--- src/sv/pss_pkg.sv ---
// Package for the plucked string voice: item, result, register and
// controller/datapath command types, plus fixed widths and codes.
// No dependencies.
`default_nettype none
package pss_pkg;

  localparam int SAMPLE_W  = 16;
  localparam int COEF_FRAC = 16;
  localparam int MAX_DELAY = 2048;
  localparam int ADDR_W    = $clog2(MAX_DELAY);
  localparam int LEN_W     = ADDR_W + 1;
  localparam int COEF_W    = COEF_FRAC + 1;
  localparam int MUL_W     = COEF_W + 1;
  localparam int PROD_W    = 2 * MUL_W;
  localparam int PADDR_W   = 5;

  localparam logic [COEF_W-1:0] ONE_COEF = COEF_W'(1) << COEF_FRAC;

  localparam logic [1:0] ACT_TICK  = 2'd0;
  localparam logic [1:0] ACT_LOAD  = 2'd1;
  localparam logic [1:0] ACT_CLEAR = 2'd2;

  localparam logic [2:0] REG_DELAY_LENGTH  = 3'd0;
  localparam logic [2:0] REG_LOWPASS_ALPHA = 3'd1;
  localparam logic [2:0] REG_DRY_MIX       = 3'd2;
  localparam logic [2:0] REG_FEEDBACK_GAIN = 3'd3;
  localparam logic [2:0] REG_OUTPUT_GAIN   = 3'd4;
  localparam logic [2:0] REG_ACT_THRESHOLD = 3'd5;

  typedef struct packed {
    logic [1:0]                 action;
    logic signed [SAMPLE_W-1:0] sample_in;
    logic [ADDR_W-1:0]          load_addr;
    logic                       last_of_buffer;
  } in_t;

  typedef struct packed {
    logic signed [SAMPLE_W-1:0] sample_out;
    logic                       active;
  } out_t;

  typedef struct packed {
    logic [11:0] delay_length;
    logic [16:0] lowpass_alpha;
    logic [16:0] dry_mix;
    logic [15:0] feedback_gain;
    logic [15:0] output_gain;
    logic [19:0] activity_threshold;
  } cfg_t;

  typedef enum logic [2:0] {
    MUL_NONE,
    MUL_FD,
    MUL_FL,
    MUL_AW,
    MUL_AV,
    MUL_FDW,
    MUL_FLL,
    MUL_GN
  } mul_sel_t;

  typedef enum logic [4:0] {
    S_CLEAR,
    S_IDLE,
    S_DECODE,
    S_MOD,
    S_RDW,
    S_RDV,
    S_MFD,
    S_MFL,
    S_MAW,
    S_MAV,
    S_LP,
    S_MFDW,
    S_MFLL,
    S_NEW,
    S_MG,
    S_Y,
    S_SUM,
    S_DONE
  } state_t;

  typedef struct packed {
    logic     take;
    logic     clr_step;
    logic     write_item;
    logic     mod_start;
    logic     mod_step;
    logic     rd_new;
    logic     pos_update;
    logic     lat_w;
    logic     lat_v;
    mul_sel_t mul_sel;
    logic     lat_fd;
    logic     lat_fl;
    logic     acc_load;
    logic     lat_lp;
    logic     lat_n;
    logic     lat_y;
    logic     sum_update;
    logic     out_load;
  } cmd_t;

  typedef struct packed {
    logic [1:0] action;
    logic       pos_lt_len;
    logic       clr_last;
  } status_t;

endpackage
`default_nettype wire

--- src/sv/pss_regs.sv ---
// Configuration register file behind the APB-style port.
// Depends on pss_pkg.
`default_nettype none
module pss_regs
  import pss_pkg::*;
(
  input  wire logic               clk,
  input  wire logic               rst,
  input  wire logic               psel,
  input  wire logic               penable,
  input  wire logic               pwrite,
  input  wire logic [PADDR_W-1:0] paddr,
  input  wire logic [31:0]        pwdata,
  output logic      [31:0]        prdata,
  output logic                    pready,
  output cfg_t                    cfg
);

  logic [2:0] idx;
  logic       wr;

  assign idx    = paddr[4:2];
  assign wr     = psel && penable && pwrite;
  assign pready = 1'b1;

  always_ff @(posedge clk) begin
    if (rst) begin
      cfg.delay_length       <= 12'd100;
      cfg.lowpass_alpha      <= 17'd32768;
      cfg.dry_mix            <= 17'd0;
      cfg.feedback_gain      <= 16'd64880;
      cfg.output_gain        <= 16'd32768;
      cfg.activity_threshold <= 20'd33;
    end else if (wr) begin
      case (idx)
        REG_DELAY_LENGTH:  cfg.delay_length       <= pwdata[11:0];
        REG_LOWPASS_ALPHA: cfg.lowpass_alpha      <= pwdata[16:0];
        REG_DRY_MIX:       cfg.dry_mix            <= pwdata[16:0];
        REG_FEEDBACK_GAIN: cfg.feedback_gain      <= pwdata[15:0];
        REG_OUTPUT_GAIN:   cfg.output_gain        <= pwdata[15:0];
        REG_ACT_THRESHOLD: cfg.activity_threshold <= pwdata[19:0];
        default: ;
      endcase
    end
  end

  always_comb begin
    case (idx)
      REG_DELAY_LENGTH:  prdata = {20'd0, cfg.delay_length};
      REG_LOWPASS_ALPHA: prdata = {15'd0, cfg.lowpass_alpha};
      REG_DRY_MIX:       prdata = {15'd0, cfg.dry_mix};
      REG_FEEDBACK_GAIN: prdata = {16'd0, cfg.feedback_gain};
      REG_OUTPUT_GAIN:   prdata = {16'd0, cfg.output_gain};
      REG_ACT_THRESHOLD: prdata = {12'd0, cfg.activity_threshold};
      default:           prdata = 32'd0;
    endcase
  end

endmodule
`default_nettype wire

--- config.mk ---
export PLATFORM = sky130hd
export DESIGN_NAME = pss_regs
export DESIGN_NICKNAME = d
export VERILOG_FILES = /design/src/sv/pss_pkg.sv /design/src/sv/pss_regs.sv
export SDC_FILE = /design/constraint.sdc
export NUM_CORES = 1
export LEC_CHECK = 0
export ABC_AREA = 1
export BUFFER_PORTS_ARGS = -buffer_cell sky130_fd_sc_hd__buf_2
export CAP_MARGIN = 20
export CORE_MARGIN = 2
export CORE_UTILIZATION = 50
export CTS_CLUSTER_DIAMETER = 40
export DETAILED_ROUTE_END_ITERATION = 8
export PLACE_DENSITY = 0.89
export SYNTH_ARGS = -nofsm -noshare
export SYNTH_HDL_FRONTEND = slang
export SYNTH_SLANG_ARGS = --single-unit
--- constraint.sdc ---
create_clock -name clk -period 1.8 [get_ports clk]
set_input_delay 0.36 -clock clk [delete_from_list [all_inputs] [get_ports clk]]
set_output_delay 0.36 -clock clk [all_outputs]
set_load 0.01 [all_outputs]
==> flow_metrics.tcl, run 1 <==
set metrics [dict create \
    syn_area_mm2 0.005126 \
    htreeDepth 3 \
    power_uw 4246 \
    cts_buffer_depth 2 \
    drtPass1Iterations 5 \
    peakVddDrop_v 0.0003317 \
    outcome "finished clean" \
    hold_viol_final 0 \
    fillers 913 \
    io_buffers 145 \
    dr_total_vias 5605 \
    crit_fanout 15 \
    synth_cell_types 23 \
    critPathKind "input pin to output port" \
    top_register "cfg" \
    end_kind "output port" \
    num_antenna_cells 0 \
    synthCells 793 \
    grt_usage 0.2809 \
    largest_register_ffs 98 \
    die_x_um 105.3 \
    rows 36 \
    die_h_um 105.3 \
    area_growth_pct 21.19 \
    core_mm2 0.009864 \
    layout-drive-gt1-share 0.2283 \
    viasPerCell 5.258 \
    period_share 0.9685 \
    cts_root_buf "clkbuf_8" \
    clk_latency_ns 0.36 \
    syn_area_per_cell_um2 6.464 \
    post-route-min-period_ns 1.743 \
    pre_cts_ws_ns -0.005519 \
    ant_nets 0 \
    fmax_mhz 573.6 \
    cts_num_sinks 98 \
    grt_remaining_overflow 0 \
    cts_inserted_buffers 9 \
    yosysSeqAreaShare 0.3827 \
    die-area_mm2 0.01108 \
    setup_viol 0 \
    drc_errors 0 \
    tritoncts "built" \
    nNetsFinal 970 \
    cp_data_required_time_ns 1.44 \
    hp-class "input pin to register" \
    worstSetupStartpointType "input pin" \
    drt-initial-drc-count 577 \
    cp.arrival_ns 1.38 \
    skew_ns 0 \
    grt_pass1_wl_mm 24.83 \
    power_density_mw_per_mm2 683.4 \
    dp_hpwl_mm 10.97 \
    antenna_found_initial 0 \
    ios 173 \
    wl_per_cell_um 14.71 \
    slew_viol_final 0 \
    totalWireLength_mm 15.68 \
    grt_max_degree 99 \
    grt_pass1_vias 4843 \
    clk_pin_slew_worst_paths_ns 0.10 \
    yosysWarnings 0 \
    rsz0062_at_grt "true" \
    largestRegisters "cfg (98)" \
    place.gp.congestion 0.8677 \
    ys_seq_elements 98 \
    p_leak_uw 0.003200 \
    maxCapViolCount 0 \
    start_util 0.5197 \
    setup_slack_ns 0.05667 \
]
[cell usage after synthesis]
cell | instances | area, um2
nor2_4 | 5 | 56.30
nor2_8 | 2 | 40.04
nand2_4 | 1 | 11.26
nand3_1 | 97 | 485.5
nand4_1 | 40 | 250.2
a21oi_1 | 1 | 5.000
buf_1 | 11 | 41.29
nand2_2 | 2 | 12.51
inv_4 | 2 | 12.51
nand2_1 | 190 | 713.2
buf_4 | 26 | 195.2
nor2_1 | 218 | 818.3
inv_2 | 3 | 11.26
inv_1 | 57 | 214.0
clkbuf_1 | 7 | 26.28
buf_6 | 10 | 112.6
o21ai_0 | 4 | 20.02
buf_2 | 10 | 50.05
nor2_2 | 3 | 18.77
dfxtp_1 | 98 | 1962
nand3_4 | 3 | 52.55
nand3_2 | 1 | 10.01
conb_1 | 2 | 7.510
[layout by cell type, fill, tap and decap left out]
master / count
nor2_1: 217
nand2_1: 190
buf_2: 144
dfxtp_1: 98
nand3_1: 97
inv_1: 57
nand4_1: 40
buf_4: 21
conb_1: 13
clkbuf_8: 10
buf_12: 10
nor2_4: 5
nand3_4: 4
nor2_2: 4
o21ai_0: 4
inv_2: 3
clkbuf_1: 3
nor2_8: 2
inv_4: 2
nand2_2: 2
a21oi_1: 1
nand2_4: 1
clkinv_4: 1
inv_6: 1
bufinv_16: 1
clkbuf_4: 1
buf_6: 1
[final cells by class]
| cell class | count | area (um2) | share of cell area |
|---|---|---|---|
| clock buffer | 13 | 148.9 | 0.02397 |
| multi-input combinational | 580 | 2552 | 0.4109 |
| timing repair buffer | 177 | 1097 | 0.1766 |
| sequential | 98 | 1962 | 0.3158 |
| tap | 133 | 166.4 | 0.02679 |
| clock inverter | 3 | 47.55 | 0.007654 |
| inverter | 62 | 237.7 | 0.03827 |
[final timing paths]
path                            cells past startpoint  slack [ns]                  from              endpoint
worst min register to register                      2        0.49  cfg[47]$_SDFFE_PP1P_  cfg[47]$_SDFFE_PP1P_
worst max-delay path                                7        0.06              paddr[2]            prdata[10]
worst min-delay path                                3        0.21             pwdata[8]  cfg[44]$_SDFFE_PP1P_
worst max register to register                      2        1.16  cfg[52]$_SDFFE_PP0P_  cfg[52]$_SDFFE_PP0P_
[stage by stage]
step	utilization	hold WS [ns]	setup TNS [ns]	cell area [um2]	cells
after floorplan	-	0.4862	0	5167	804
after global placement	0.6067	0.4594	0	5984	1048
after detailed placement	0.6067	0.4703	-0.005519	5984	1048
after CTS	0.6270	0.2042	0	6185	1064
after global routing	0.6298	0.2115	-0.01501	6212	1066
final	0.6298	0.2134	0	6212	1066
[per-layer routing]
metal	global-route usage	vias to the layer above	part of all wire
met4	0.1105	0	0.024
met2	0.4226	337	0.44
li1	-	2719	-
met3	0.06926	37	0.12
met1	0.3866	2512	0.41
met5	0	-	0
[repair_timing]
action,4_1_cts,5_1_grt
resized for setup,1,3
endpoints found under the setup margin,3,10
buffers inserted,0,2
hold buffers,0,0
[report_power, final]
part           total (uW)  switching (uW)  internal, uW
clock network        1470             781           692
registers            2220            22.7          2190
logic                 555             369           186
[critical path: stages]
cell and delay (ns):
clkbuf_4 0.19, nor2_8 0.27, nand2_4 0.18, nor2_1 0.12, nor2_1 0.07, nand2_1 0.06, buf_2 0.12
[cell families after synthesis]
logic type	Yosys count	share of synthesized area
other	2	0.001465
DFF	98	0.3827
and+or+nand+nor	562	0.4816
buffers and inverters	126	0.1294
AOI/OAI and AO/OA	5	0.004881
(Power assumes the default switching activity.)
==> run 2, diff against run 1 <==
- BUFFER_PORTS_ARGS: -buffer_cell sky130_fd_sc_hd__buf_2 -> -buffer_cell sky130_fd_sc_hd__buf_4
- MAX_ROUTING_LAYER: not set -> met4
- SLEW_MARGIN: not set -> 40
==> run 2 against run 1 <==
Net effect: die area unchanged; setup slack better by 0.040 ns; clock-buffer cell count down 2; cell area up 5.6%; critical path type unchanged; global-route usage up 1.1 points; first-iteration DRC count up 4.9%.
==> flow_metrics.tcl, run 2 (synthesis results as in run 1) <==
set metrics [dict create \
    outcome "finished clean" \
    clk_pin_slew_worst_paths_ns 0.10 \
    post-route-min-period_ns 1.703 \
    cts_hold_repair.buffers 0 \
    top_register "cfg" \
    power_density_mw_per_mm2 659.9 \
    period_share 0.9464 \
    hp-class "input pin to register" \
    grt_pass1_vias 4936 \
    place.gp.congestion 0.9062 \
    combPwrFrac 0.136 \
    drt-initial-drc-count 605 \
    whs_endpoint "cfg[49]$_SDFFE_PP1P_" \
    fillers 857 \
    tns_ns 0 \
    io_buffers 145 \
    hold_viol_final 0 \
    num_antenna_cells 0 \
    dr_total_vias 5555 \
    layout_common_cells "218 x nor2_1, 190 x nand2_1, 163 x buf_4" \
    rr_endpoint "cfg[16]$_SDFFE_PP0P_" \
    totalWireLength_mm 16.01 \
    viasPerCell 5.226 \
    tritoncts "built" \
    ff2ff_path_depth 2 \
    cts_setup_buffers 0 \
    stdcell_area_mm2 0.006558 \
    layout-drive-gt1-share 0.2280 \
    clk_latency_ns 0.36 \
    grt_max_degree 99 \
    critPathKind "input pin to output port" \
    grt_remaining_overflow 0 \
    largestRegisters "cfg (98)" \
    power_switching_uw 1188 \
    multi_input_area_mm2 0.002542 \
    power_frac_seq 0.513 \
    internal-power_uw 3139 \
    skew_ns 0 \
    min_from "pwdata[13]" \
    cp_data_required_time_ns 1.44 \
    worstSetupStartpointType "input pin" \
    fmax_mhz 587.0 \
    die_h_um 105.3 \
    p_leak_uw 0.003233 \
    cts_root_buf "clkbuf_8" \
    cts_buffer_depth 2 \
    die_x_um 105.3 \
    slew_viol_final 0 \
    die-area_mm2 0.01108 \
    wl_per_cell_um 15.06 \
    grt_usage 0.2914 \
    crit_fanout 10 \
    end_kind "output port" \
    cts_inserted_buffers 9 \
    rrSetupSlack_ns 1.14 \
    largest_register_ffs 98 \
    hold-worst-slack_ns 0.2103 \
    place_inst 1047 \
    cts_num_sinks 98 \
    core_mm2 0.009864 \
    dp_hpwl_mm 11.13 \
    min_path_cells 3 \
    cts_resized 0 \
    cp_common_cell "buf_4" \
    antenna_found_initial 0 \
    max_stage_delay_ns 0.16 \
    final_common_cell "nor2_1" \
    rows 36 \
    grt_pass1_wl_mm 25.22 \
    rsz0062_at_grt "false" \
    nNetsFinal 967 \
    slowest_stage "buf_4" \
    clkPwrFrac 0.351 \
    area_growth_pct 27.92 \
    htreeDepth 3 \
    setup_viol 0 \
    maxCapViolCount 0 \
    final_cells 1063 \
    ant_nets 0 \
    ios 173 \
    crit_chain "buf_4 -> inv_2 -> buf_4 -> nand2_4 -> nor2_1 -> nor2_1 -> nand2_1 -> buf_4" \
    regArea_mm2 0.001962 \
    place_area_mm2 0.006340 \
    drc_errors 0 \
    peakVddDrop_v 0.0003510 \
    cp.arrival_ns 1.34 \
    drtPass1Iterations 5 \
    start_util 0.5197 \
    r2r_start "cfg[16]$_SDFFE_PP0P_" \
    switching_share 0.2745 \
]
## run 2: layer usage
metal | share of wire | track usage
met1 | 0.41 | 0.3895
met2 | 0.46 | 0.4479
met3 | 0.12 | 0.05442
met4 | 0.020 | 0.09143
met5 | 0 | -
## run 2: power groups by stage
| stage | clock network, uW | logic [uW] | registers [uW] |
|---|---|---|---|
| finish | 1520 | 590 | 2220 |
| global route | 1620 | 636 | 2220 |
| CTS | 1520 | 580 | 2220 |
| detailed placement | 0 | 574 | 2270 |
| global placement | 0 | 566 | 2270 |
| floorplan | 0 | 348 | 2280 |
## run 2: worst max-delay path by stage
stage | slack [ns] | start | endpoint
final | 0.1 | paddr[4] | prdata[10]
after global routing | 0.01 | paddr[4] | prdata[15]
after CTS | 0.08 | paddr[2] | prdata[8]
after detailed placement | 0.11 | paddr[4] | prdata[12]
after global placement | 0.12 | paddr[2] | prdata[6]
after floorplan | 0.25 | paddr[3] | prdata[4]
## run 2: layout make-up
| class | count | share of cell area |
|---|---|---|
| multi-input cells | 580 | 0.3877 |
| flip-flops and latches | 98 | 0.2992 |
| repair buffers | 174 | 0.2189 |
| inverters | 62 | 0.03625 |
| well taps | 133 | 0.02538 |
| clock buffers | 11 | 0.02309 |
| clock inverters | 5 | 0.009540 |
## run 2: worst max-delay path: cells and delay by family
family                 cells  cell delay, ns
buffers and inverters      4            0.51
and+or+nand+nor            4            0.46
## run 2: per-stage QoR
step	total power, uW	util	worst slack, ns
final	4327	0.6648	0.09654
after global routing	4478	0.6648	0.01082
after CTS	4318	0.6644	0.08066
after detailed placement	2844	0.6427	0.1106
after global placement	2835	0.6427	0.1245
after floorplan	2625	-	0.2468
