==> src/sv/pss_pkg.sv <==
// Package for the plucked string voice: item, result, register and
// controller/datapath command types, plus fixed widths and codes.
// No dependencies.
`default_nettype none
package pss_pkg;

  localparam int SAMPLE_W  = 16;
  localparam int COEF_FRAC = 16;
  localparam int MAX_DELAY = 2048;
  localparam int ADDR_W    = $clog2(MAX_DELAY);
  localparam int LEN_W     = ADDR_W + 1;
  localparam int COEF_W    = COEF_FRAC + 1;
  localparam int MUL_W     = COEF_W + 1;
  localparam int PROD_W    = 2 * MUL_W;
  localparam int PADDR_W   = 5;

  localparam logic [COEF_W-1:0] ONE_COEF = COEF_W'(1) << COEF_FRAC;

  localparam logic [1:0] ACT_TICK  = 2'd0;
  localparam logic [1:0] ACT_LOAD  = 2'd1;
  localparam logic [1:0] ACT_CLEAR = 2'd2;

  localparam logic [2:0] REG_DELAY_LENGTH  = 3'd0;
  localparam logic [2:0] REG_LOWPASS_ALPHA = 3'd1;
  localparam logic [2:0] REG_DRY_MIX       = 3'd2;
  localparam logic [2:0] REG_FEEDBACK_GAIN = 3'd3;
  localparam logic [2:0] REG_OUTPUT_GAIN   = 3'd4;
  localparam logic [2:0] REG_ACT_THRESHOLD = 3'd5;

  typedef struct packed {
    logic [1:0]                 action;
    logic signed [SAMPLE_W-1:0] sample_in;
    logic [ADDR_W-1:0]          load_addr;
    logic                       last_of_buffer;
  } in_t;

  typedef struct packed {
    logic signed [SAMPLE_W-1:0] sample_out;
    logic                       active;
  } out_t;

  typedef struct packed {
    logic [11:0] delay_length;
    logic [16:0] lowpass_alpha;
    logic [16:0] dry_mix;
    logic [15:0] feedback_gain;
    logic [15:0] output_gain;
    logic [19:0] activity_threshold;
  } cfg_t;

  typedef enum logic [2:0] {
    MUL_NONE,
    MUL_FD,
    MUL_FL,
    MUL_AW,
    MUL_AV,
    MUL_FDW,
    MUL_FLL,
    MUL_GN
  } mul_sel_t;

  typedef enum logic [4:0] {
    S_CLEAR,
    S_IDLE,
    S_DECODE,
    S_MOD,
    S_RDW,
    S_RDV,
    S_MFD,
    S_MFL,
    S_MAW,
    S_MAV,
    S_LP,
    S_MFDW,
    S_MFLL,
    S_NEW,
    S_MG,
    S_Y,
    S_SUM,
    S_DONE
  } state_t;

  typedef struct packed {
    logic     take;
    logic     clr_step;
    logic     write_item;
    logic     mod_start;
    logic     mod_step;
    logic     rd_new;
    logic     pos_update;
    logic     lat_w;
    logic     lat_v;
    mul_sel_t mul_sel;
    logic     lat_fd;
    logic     lat_fl;
    logic     acc_load;
    logic     lat_lp;
    logic     lat_n;
    logic     lat_y;
    logic     sum_update;
    logic     out_load;
  } cmd_t;

  typedef struct packed {
    logic [1:0] action;
    logic       pos_lt_len;
    logic       clr_last;
  } status_t;

endpackage
`default_nettype wire

==> src/sv/pss_ctrl.sv <==
// Controller: sequences the clearing pass, the delay-line reads, the shared
// multiplier steps and the result hand-off. Depends on pss_pkg.
`default_nettype none
module pss_ctrl
  import pss_pkg::*;
(
  input  wire logic    clk,
  input  wire logic    rst,
  input  wire logic    item_valid,
  output logic         item_ready,
  output logic         result_valid,
  input  wire logic    result_ready,
  input  wire status_t status,
  output cmd_t         cmd
);

  state_t      state, state_next;
  logic [3:0]  mod_cnt;
  logic        slot_free;
  logic        take;

  assign item_ready = (state == S_IDLE);
  assign take       = item_valid && item_ready;
  assign slot_free  = !result_valid || result_ready;

  always_ff @(posedge clk) begin
    if (rst) begin
      state        <= S_CLEAR;
      mod_cnt      <= '0;
      result_valid <= 1'b0;
    end else begin
      state <= state_next;
      if (state == S_DECODE) begin
        mod_cnt <= '0;
      end else if (state == S_MOD) begin
        mod_cnt <= mod_cnt + 4'd1;
      end
      if (cmd.out_load) begin
        result_valid <= 1'b1;
      end else if (result_ready) begin
        result_valid <= 1'b0;
      end
    end
  end

  always_comb begin
    state_next = state;
    case (state)
      S_CLEAR:  if (status.clr_last) state_next = S_IDLE;
      S_IDLE:   if (take) state_next = S_DECODE;
      S_DECODE: begin
        if (status.action != ACT_TICK) begin
          state_next = S_DONE;
        end else if (status.pos_lt_len) begin
          state_next = S_RDW;
        end else begin
          state_next = S_MOD;
        end
      end
      S_MOD:    if (mod_cnt == 4'(ADDR_W - 1)) state_next = S_RDW;
      S_RDW:    state_next = S_RDV;
      S_RDV:    state_next = S_MFD;
      S_MFD:    state_next = S_MFL;
      S_MFL:    state_next = S_MAW;
      S_MAW:    state_next = S_MAV;
      S_MAV:    state_next = S_LP;
      S_LP:     state_next = S_MFDW;
      S_MFDW:   state_next = S_MFLL;
      S_MFLL:   state_next = S_NEW;
      S_NEW:    state_next = S_MG;
      S_MG:     state_next = S_Y;
      S_Y:      state_next = S_SUM;
      S_SUM:    state_next = S_DONE;
      S_DONE:   if (slot_free) state_next = S_IDLE;
      default:  state_next = S_IDLE;
    endcase
  end

  always_comb begin
    cmd         = '0;
    cmd.mul_sel = MUL_NONE;
    case (state)
      S_CLEAR:  cmd.clr_step = 1'b1;
      S_IDLE:   cmd.take = take;
      S_DECODE: begin
        cmd.mod_start  = 1'b1;
        cmd.write_item = (status.action == ACT_LOAD) || (status.action == ACT_CLEAR);
      end
      S_MOD:    cmd.mod_step = 1'b1;
      S_RDW: begin
        cmd.rd_new     = 1'b1;
        cmd.pos_update = 1'b1;
      end
      S_RDV:    cmd.lat_w = 1'b1;
      S_MFD: begin
        cmd.lat_v   = 1'b1;
        cmd.mul_sel = MUL_FD;
      end
      S_MFL: begin
        cmd.lat_fd  = 1'b1;
        cmd.mul_sel = MUL_FL;
      end
      S_MAW: begin
        cmd.lat_fl  = 1'b1;
        cmd.mul_sel = MUL_AW;
      end
      S_MAV: begin
        cmd.acc_load = 1'b1;
        cmd.mul_sel  = MUL_AV;
      end
      S_LP:     cmd.lat_lp = 1'b1;
      S_MFDW:   cmd.mul_sel = MUL_FDW;
      S_MFLL: begin
        cmd.acc_load = 1'b1;
        cmd.mul_sel  = MUL_FLL;
      end
      S_NEW:    cmd.lat_n = 1'b1;
      S_MG:     cmd.mul_sel = MUL_GN;
      S_Y:      cmd.lat_y = 1'b1;
      S_SUM:    cmd.sum_update = 1'b1;
      S_DONE:   cmd.out_load = slot_free;
      default: ;
    endcase
  end

endmodule
`default_nettype wire

==> config.mk <==
export PLATFORM = sky130hd
export DESIGN_NAME = pss_ctrl
export DESIGN_NICKNAME = d
export VERILOG_FILES = /design/src/sv/pss_pkg.sv /design/src/sv/pss_ctrl.sv
export SDC_FILE = /design/constraint.sdc
export NUM_CORES = 1
export LEC_CHECK = 0
export ABC_AREA = 1
export BUFFER_PORTS_ARGS = -buffer_cell sky130_fd_sc_hd__buf_2
export CAP_MARGIN = 20
export CORE_UTILIZATION = 40
export DETAILED_ROUTE_END_ITERATION = 10
export HOLD_SLACK_MARGIN = 0.15
export PLACE_DENSITY = 0.66
export SLEW_MARGIN = 10
export SYNTH_ARGS = -nofsm -noshare
export SYNTH_HDL_FRONTEND = slang
export SYNTH_SLANG_ARGS = --single-unit
==> constraint.sdc <==
create_clock -name clk -period 1.4 [get_ports clk]
set_input_delay 0.07 -clock clk [delete_from_list [all_inputs] [get_ports clk]]
set_output_delay 0.07 -clock clk [all_outputs]
set_load 0.02 [all_outputs]
==> impl_metrics.toml, run 1 <==
[logic_synthesis]
synth_edf_count = 0
synth_area_um2 = 868.3
syn_nets = 155
ys_seq_elements = 10
async_flop_share_pct = 0
synth_area_leaders = "dfxtp_1, nand2_1, nor2_1, inv_1, nand3_1"
synth.distinct_cells = 25
yosys.area.top_type = "dfxtp_1"
synthFlopType = "dfxtp_1"
synth_top_area_share_pct = 23.05
yosysWarnings = 0
ys_seq_area_share_pct = 23.05
syn_area_per_cell_um2 = 6.030
netlist_instances = 144

[setup_path]
arrival_ns = 1.39
cp-start-kind = "flop"
crit_type = "flop to output port"
worst_setup_path_end_kind = "output port"
worstPathRequired_ns = 1.33
path_max_fanout = 4

[cells_and_area]
seqCellArea_um2 = 216.5
syn2layout_area_growth_pct = 58.65
diodes = 0
fin_util_pct = 68.81
layout.cells.non_filler = 220
nets = 206
drive_above_1_share_pct = 48.19
fill_cells = 183
multi_input_area_um2 = 645.6

[clocking]
cts_tree = "yes"
cts.sinks = 10
cts_made_buffers = 3
cts_root_buffer = "clkbuf_4"
clk_pin_slew_ns = 0.06
clkLatencyLatePin_ns = 0.26
cts_max_path_buffers = 2
ctsHtreeMaxLevel = 1

[timing]
setup_viol = 6
rsz0062_at_grt = "true"
finalClockSkew_ns = 0.002596
drv_slew = 0
period_share_pct = 104.2
worst_slack_ns = -0.05943
holdWs_ns = 0.2161
finalHoldViolations = 0
maxSlewHeadroom_pct = 84.09
layout_min_cycle_time_ns = 1.459
fmax_mhz = 685.2
worst_slew_pin_slew_ns = 0.2378

[placement]
dpl.hpwl_um = 1834
port_buffers = 29
place_ws_ns = -0.003890
dp.cells = 200
gp_congestion = 0.9217

[die]
io_pins = 30
rows = 16
die_area_um2 = 2361
core_um2 = 2002
start_util_pct = 43.38
die_height_um = 48.59
die_w_um = 48.59

[power]
powerDensity_nw_per_um2 = 1327
p_leak_nw = 0.7440
ir_drop_v = 0.001011

[grt]
grt_usage_pct = 22.17
grt_max_degree = 8
gr-total-overflow = 0
antenna_found_initial = 0
first_global_vias = 999
grt_pass1_wl_um = 4091

[outcome]
violations = "negative setup slack"
outcome = "complete, but fails checks"

[drt]
routedWlPerCell_um = 12.78
post_drt_via_cell_ratio = 5.109
dr.pass1.iters = 4
drt-total-wl_um = 2811
first_iter_violations = 39
postRouteAntennaNets = 0
drc = 0
vias = 1124

[job]
drv_cap = 0

[min_path]
min_path_type = "input port to flop"
Yosys cell counts, types with 2 or more instances:
| library cell | n |
|---|---|
| ha_1 | 3 |
| inv_2 | 4 |
| nor2_2 | 5 |
| nand2_1 | 31 |
| nand4_1 | 3 |
| nand3_1 | 13 |
| nor2_1 | 29 |
| a21oi_1 | 5 |
| dfxtp_1 | 10 |
| buf_4 | 2 |
| nand2_2 | 2 |
| nor2_4 | 2 |
| inv_1 | 23 |
flip-flops by register name (all words and copies together) (netlist names):
signal and flops:
result_valid 1, mod_cnt 4, state 5
critical path, cell delays in order, from the launching register on:
cell and delay (ns):
dfxtp_4 0.39, inv_2 0.06, nor2_4 0.11, nand2_2 0.08, nor2_2 0.14, inv_1 0.08, o21ai_0 0.08, buf_2 0.19
per-layer routing:
layer  vias to the layer above  global-route usage (%)  routed length, um
met4                         0                   14.22                 81
met3                        10                   2.201                166
met5                         -                       0                  0
met2                        49                   41.08               1509
met1                       516                   23.80               1054
li1                        549                       -                  -
placed cells by master (no fill, tap or decap), drive strengths merged, types with 3 or more instances in the layout:
cell type	count
a21oi	6
buf	45
clkbuf	3
dfxtp	10
ha	3
inv	27
nand2	33
nand3	15
nand4	4
nor2	37
final timing paths:
kind	cells after the start	from	slack, ns	to
max	7	state[0]$_SDFFE_PP0P_	-0.06	cmd[5]
min reg2reg	2	mod_cnt[3]$_SDFFE_PP0P_	0.49	mod_cnt[3]$_SDFFE_PP0P_
min	6	status[1]	0.22	state[1]$_SDFFE_PP0P_
max reg2reg	10	state[0]$_SDFFE_PP0P_	0.01	state[0]$_SDFFE_PP0P_
power by group:
part,switching (mW),internal (mW)
combinational,0.698,0.503
clock,0.0889,0.0989
sequential,0.0965,0.342
total,0.884,0.944
area by class of cell:
cell class / instances / area share (%)
multi-input cells: 105 / 46.87
repair buffers: 47 / 25.07
flip-flops and latches: 10 / 15.71
inverters: 27 / 7.720
well taps: 27 / 2.452
clock buffers: 3 / 1.635
repair inverters: 1 / 0.5450
kinds of logic after synthesis:
kind of cell	count (synthesis)	share of synthesized area [%]
AND/OR/NAND/NOR	91	51.44
buffers and inverters	29	13.40
AO/OA/AOI/OAI	11	7.780
flip-flops	10	23.05
adder cells (fa/ha/maj)	3	4.323
per-stage QoR:
stage	TNS (ns)	cell area [um^2]	power, mW
after floorplan	0	883.3	1.002
after global placement	-0.01466	1062	1.195
after detailed placement	-0.003890	1062	1.195
after CTS	-0.01932	1260	1.603
after global routing	-0.9204	1378	1.946
final	-0.1624	1378	1.828
repair_timing:
item	in CTS	in global routing
setup endpoints to repair	18	18
setup buffers	8	6
hold buffers	2	0
pin swaps	6	10
endpoints found under the hold margin	5	0
cloned	1	0
gates resized for setup	26	26
Note: power is estimated with default switching activity, not from simulation.
==> run 2: changes to the inputs <==
- CELL_PAD_IN_SITES_DETAIL_PLACEMENT: unset -> 2
- CELL_PAD_IN_SITES_GLOBAL_PLACEMENT: unset -> 2
- CORE_UTILIZATION: 40 -> 24
- PLACE_DENSITY: 0.66 -> 0.79
==> run 2 against run 1 <==
Net effect: sequential power increased by 3%; highest routed layer unchanged; the run still ends with negative setup slack left; total power increased by 44%; sequential cell count unchanged; non-clock buffer count increased by 17; combinational power increased by 63%; register-to-register slack got worse by 0.24 ns; worst hold slack improved by 0.11 ns; fmax decreased by 11%.
==> impl_metrics.toml, run 2 (synthesis results as in run 1) <==
[outcome]
outcome = "complete, but fails checks"
violations = "negative setup slack"

[cells_and_area]
nets = 223
fin_util_pct = 52.38
drive_above_1_share_pct = 67.62
regMostFlops = "state"
final_common_cell = "buf_4"
syn2layout_area_growth_pct = 104.5
largest_reg_flops = 5
final_cell_mix = "buf_4, nand2_1, buf_6"
reg_top3 = "state: 5 flops, mod_cnt: 4 flops, result_valid: 1 flops"
diodes = 0

[clocking]
clkLatencyLatePin_ns = 0.28
cts_root_buffer = "clkbuf_4"
ctsHtreeMaxLevel = 1
cts_tree = "yes"
clk_pin_slew_ns = 0.09
cts.sinks = 10
cts_max_path_buffers = 2
cts_made_buffers = 3

[timing]
maxSlewHeadroom_pct = 79.27
fmax_mhz = 612.0
worst_slew_pin_slew_ns = 0.3099
drv_slew = 0
finalHoldViolations = 0
layout_min_cycle_time_ns = 1.634
finalClockSkew_ns = 0.01372
worst_slack_ns = -0.2339
rsz0062_at_grt = "true"
period_share_pct = 116.7
setup_viol = 24

[setup_path]
arrival_ns = 1.83
cp.depth = 7
rr_endpoint = "state[1]$_SDFFE_PP0P_"
critical_path.max_stage_delay_ns = 0.40
crit_type = "flop to flop"
worstPathRequired_ns = 1.59
endpoint = "state[1]$_SDFFE_PP0P_"
reg2reg_slack_ns = -0.23
reg2reg_depth = 7
worst_setup_path_end_kind = "flop"
cp_cell_sequence = "clkinvlp_4, buf_4, nand4_1, nand2_2, nor2_4, nand2_1, a21oi_2"
cp.buffers_inverters = 2
path_max_fanout = 5
cp-start-kind = "flop"
startpoint = "state[4]$_SDFFE_PP0P_"
critPathSlowestCell = "dfxtp_4"
r2r_start = "state[4]$_SDFFE_PP0P_"
cpLargestDelayFamily = "simple AND/OR/NAND/NOR gates"

[drt]
routedWlPerCell_um = 25.06
postRouteAntennaNets = 0
post_drt_via_cell_ratio = 5.043
dr.pass1.iters = 4
drt-total-wl_um = 6415
first_iter_violations = 83
vias = 1291
drc = 0

[grt]
gr-total-overflow = 0
first_global_vias = 1435
grt_max_degree = 7
grtUsageMet1_pct = 28.62
grt_pass1_wl_um = 7452
antenna_found_initial = 0
grt_usage_pct = 25.06
busiest_layer = "met2"
use_met2_pct = 49.59
grt_use_met3_pct = 2.022

[placement]
gp_congestion = 0.7897
place_ws_ns = -0.09171
dpl.hpwl_um = 2782
port_buffers = 29

[die]
start_util_pct = 25.62
die_w_um = 62.15
die_area_um2 = 3863
rows = 21
io_pins = 30
die_height_um = 62.15
core_um2 = 3390

[power]
powerDensity_nw_per_um2 = 1481
ir_drop_v = 0.0007201
p_leak_nw = 0.8833

[job]
drv_cap = 0

[min_path]
min_from = "status[0]"
min_path_type = "input port to flop"
[run 2: final cells by class]
cell class	instances	area, um^2
repair buffers	64	536.8
fillers	365	1614
well taps	46	57.56
flip-flops and latches	10	219.0
multi-input cells	105	823.3
clock buffers	3	22.52
repair inverters	1	7.507
inverters	27	108.9
[run 2: where the power goes]
group	leakage (nW)	switching, mW	total (mW)	internal (mW)
Sequential	0.0847	0.110	0.451	0.342
Combinational	0.785	1.14	1.95	0.815
Clock	0.0138	0.126	0.225	0.0996
[run 2: stage by stage]
step	setup TNS (ns)	total power, mW	hold WS, ns	cells	area [um^2]
4_1_cts	-0.3622	1.966	0.2366	247	1493
6_report	-2.366	2.630	0.3299	256	1775
3_5_place_dp	-0.2134	1.337	0.3356	225	1144
3_3_place_gp	-0.08594	1.294	0.3193	225	1144
2_1_floorplan	0	1.002	0.1391	144	883.3
5_1_grt	-3.313	2.705	0.3787	256	1775
[run 2: worst reg2reg max path, stage by stage, from the launching register on]
cell and delay [ns]:
dfxtp_4 0.40, clkinvlp_4 0.18, buf_4 0.20, nand4_1 0.16, nand2_2 0.12, nor2_4 0.19, nand2_1 0.13, a21oi_2 0.16
[run 2: per-layer routing]
layer	share of wire (%)	routed length [um]	up-vias
met5	0	0	-
met2	51	3280	59
li1	-	-	582
met4	5.0	320	0
met1	39	2524	630
met3	4.5	290	20
[run 2: worst min path at each step]
stage                                        to  slack (ns)  cells after the start
after global placement    state[1]$_SDFFE_PP0P_        0.32                      2
final                     state[0]$_SDFFE_PP0P_        0.33                      5
after floorplan           state[1]$_SDFFE_PP0P_        0.14                      1
after global routing      state[0]$_SDFFE_PP0P_        0.38                      5
after CTS                 state[0]$_SDFFE_PP0P_        0.24                      5
after detailed placement  state[1]$_SDFFE_PP0P_        0.34                      2
[run 2: timing repair]
| item | 4_1_cts | 5_1_grt |
|---|---|---|
| hold buffers | 2 | 0 |
| cloned | 1 | 0 |
| pin swaps | 14 | 10 |
| hold endpoints to repair | 4 | 0 |
| gates resized for setup | 60 | 57 |
| endpoints found under the setup margin | 26 | 28 |
| buffers inserted | 17 | 9 |
